## src/rtl/core/peit_ram.sv

```systemverilog
// Generic single-write, single-read synchronous RAM with registered read data.
module peit_ram #(
  parameter int WIDTH = 8,
  parameter int DEPTH = 256
) (
  input  logic                     clk,
  input  logic                     we,
  input  logic [$clog2(DEPTH)-1:0] waddr,
  input  logic [WIDTH-1:0]         wdata,
  input  logic [$clog2(DEPTH)-1:0] raddr,
  output logic [WIDTH-1:0]         rdata
);

  logic [WIDTH-1:0] mem [DEPTH];

  // Write, then register the read word
  always_ff @(posedge clk) begin
    if (we) begin
      mem[waddr] <= wdata;
    end
    rdata <= mem[raddr];
  end

endmodule
```

## config.mk

```make
export PLATFORM = sky130hd
export DESIGN_NAME = peit_ram
export DESIGN_NICKNAME = d
export VERILOG_FILES = /design/src/rtl/core/peit_ram.sv
export SDC_FILE = /design/constraint.sdc
export NUM_CORES = 2
export LEC_CHECK = 0
export BUFFER_PORTS_ARGS = -buffer_cell sky130_fd_sc_hd__buf_2
export CAP_MARGIN = 20
export CELL_PAD_IN_SITES_DETAIL_PLACEMENT = 1
export CELL_PAD_IN_SITES_GLOBAL_PLACEMENT = 1
export CORE_MARGIN = 2
export CORE_UTILIZATION = 35
export DETAILED_ROUTE_END_ITERATION = 7
export PLACE_DENSITY_LB_ADDON = 0.1
export SYNTH_ARGS = -nofsm -noshare
export SYNTH_HDL_FRONTEND = slang
export SYNTH_SLANG_ARGS = --single-unit
```

## constraint.sdc

```tcl
create_clock -name clk -period 2.75 [get_ports clk]
set_input_delay 0.275 -clock clk [delete_from_list [all_inputs] [get_ports clk]]
set_output_delay 0.275 -clock clk [all_outputs]
set_load 0.01 [all_outputs]
```

==> impl_metrics.toml <==
[sta]
finalSetupViolCount = 0
fin_worst_skew_ns = 0.0431
fin_crit_sh = 0.978
slew_viol_final = 0
fin_setup_tns_ns = 0
setup_ws_ns = 0.0593
fin_crit_ns = 2.69
fmaxAchievable_ghz = 0.372
max_slew_margin = 0.189
rsz0062_at_grt = "false"
hold_viol = 0
worstMarginPinSlew_ns = 1.21

[finish]
fin_util = 0.422
syn_to_final_growth_pct = 20.1
layout_common_cells = "edfxtp_1, buf_4, mux4_2, nor2_1, clkbuf_16"
mostFrequentLayoutCell = "edfxtp_1"
drive_above_1_share = 0.327
fin_nets = 4474
fin_cells = 7646

[logic_synthesis]
synthesis.instances = 3733
synth_cell_types = 55
synth-seq-cells = 2056
avgSynthCellArea_um2 = 21.3
mappedNetlistNets = 3759
ys.flop_type = "edfxtp_1"
yosysWarnings = 0
seq_area_frac_synth = 0.775
syn-cell-area_um2 = 79600
synthArstFlopShare = 0
synth-edff-count = 2048

[route]
drtIter0Drc = 3913
num_vias = 40500
drt-total-wl_um = 238000
firstDrtPassIters = 5
drc_errors = 0
vias_per_cell = 5.29
postRouteAntennaNets = 0
post_drt_wl_per_cell_um = 31.1

[setup_path]
path_buf_inv = 0
cp.required_ns = 3.44
worstSetupPathType = "reg2reg"
crit_path_max_fanout = 1
critPathCaptureType = "register"
slowest_delay_ns = 1.05
cpLargestDelayFamily = "simple AND/OR/NAND/NOR gates"
cp_cell_sequence = "mux4_2, a22oi_1, a21oi_1, nor4_1, nor4_2"
reg2regPathDepth = 5
cp.arrival_ns = 3.38
crit_path_start_kind = "register"
crit_cells = 5
crit_slowest_cell = "nor4_1"

[worst_hold_path]
holdPathStages = 3
hold_path.class = "in2reg"

[clocking]
clock-root-buffer = "clkbuf_16"
clock_path_buffers = 3
htreeDepth = 4
cts_tree = "yes"
clk_latency_ns = 0.86
cts_buffers = 219
clkTransAtPathRegs_ns = 0.06
post_cts.repair.setup_buffers = 0
cts_sinks = 2056

[grt]
grt_pass1_vias = 42900
antenna_found_initial = 16
grt_max_degree = 101
grt-ovfl-total = 0
grt_use_total = 0.207
grt_pass1_wl_um = 338000

[pwr]
p_leak_nw = 30.8
p_total_w = 0.0675
power.density_nw_per_um2 = 706
p_int_w = 0.0527
comb_power_share = 0.057
power_switching_w = 0.0148
ir_drop_mv = 0.488
p_seq_frac = 0.513
pwr-share-clk = 0.430
sw_frac_of_total = 0.219

[floorplan]
die_w_um = 481
core_um2 = 227000
fp-row-count = 175
die_h_um = 481
dieArea_um2 = 231000
ioPinCount = 34
start_util = 0.351

[place]
place_worst_setup_slack_ns = -0.819
hpwl_um = 156000
dp_cells = 7227
gp_congestion = 0.786
port_buffers = 33

[run]
maxCapViolCount = 0

[outcome]
status = "complete, no violations"
==> kinds of logic (layout without fill, tap and decap cells) <==
family | after synthesis | count (layout) | synth area share
flops | 2056 | 2056 | 0.775
simple gates | 466 | 466 | 0.0263
other cells | 0 | 2 | 0
mux | 591 | 591 | 0.146
buf+inv | 235 | 1137 | 0.0183
compound gates | 385 | 385 | 0.0342
==> cell usage after synthesis, drive strengths merged, types with 4 or more instances <==
cell,count,area [um^2]
nand4,10,62.6
and2,6,37.5
buf,122,1030
nor2,282,1060
mux2i,134,1340
or2,4,25.0
o22ai,28,175
nand2,33,124
edfxtp,2048,61500
nor2b,31,194
a22oi,133,998
a21oi,96,480
a22o,8,70.1
o221ai,47,418
nand3,34,170
nand2b,8,50.1
o211ai,10,75.1
mux4,456,10300
o32ai,5,51.3
o21ai,12,60.1
a211oi,16,120
a2111oi,5,52.6
dfxtp,8,160
a221oi,14,129
nor3,22,110
clkbuf,111,417
nor4,27,188
o22a,5,43.8
==> per-layer routing <==
metal  GRT usage  wire length (um)
met2       0.339            116000
met1       0.299            108000
met3      0.0249              9860
met5           0                 0
met4      0.0418              4050
==> timing repair <==
| action | in CTS | in global routing |
|---|---|---|
| endpoints found under the setup margin | 2 | 0 |
| endpoints found under the hold margin | 433 | 0 |
| resized for setup | 2 | 0 |
| hold buffers | 8 | 0 |
==> metrics by stage <==
stage,area [um^2],hold WS [ns]
2_1_floorplan,79600,0.374
3_3_place_gp,88400,0.713
3_5_place_dp,88500,0.718
4_1_cts,95500,0.0649
5_1_grt,95600,0.108
6_report,95600,0.123
==> layout make-up <==
cell class                      instances  area (um^2)
Fill cell                           21300       131000
Sequential cell                      2056        61700
Multi-Input combinational cell       1442        16600
Timing Repair Buffer                  727         6560
Clock buffer                          269         5730
Tap cell                             3009         3760
Clock inverter                        139         1270
Inverter                                2         7.51
Antenna cell                            2         5.00
==> flip-flops by register name (all words and copies together), names as in the netlist <==
register and flops:
mem 2048, rdata 8
==> power groups by stage <==
| stage | logic, W | registers [W] | clock network [W] |
|---|---|---|---|
| floorplan | 0.00168 | 0.0352 | 0 |
| global placement | 0.00387 | 0.0353 | 0 |
| detailed placement | 0.00390 | 0.0353 | 0 |
| CTS | 0.00392 | 0.0346 | 0.0298 |
| global route | 0.00406 | 0.0346 | 0.0309 |
| finish | 0.00382 | 0.0346 | 0.0290 |
==> worst min-delay path: cells and delay by family <==
kind          cells  cell delay (ns)
buf+inv           1             0.15
simple gates      2             0.32
==> worst paths after layout <==
kind	startpoint	end	slack, ns
hold reg to reg	mem[54][2]	rdata[2]	1.15
hold / removal	waddr[4]	mem[119][2]	0.12
setup reg to reg	mem[210][2]	rdata[2]	0.06
setup / recovery	mem[210][2]	rdata[2]	0.06
Note: power is estimated with default switching activity, not from simulation.
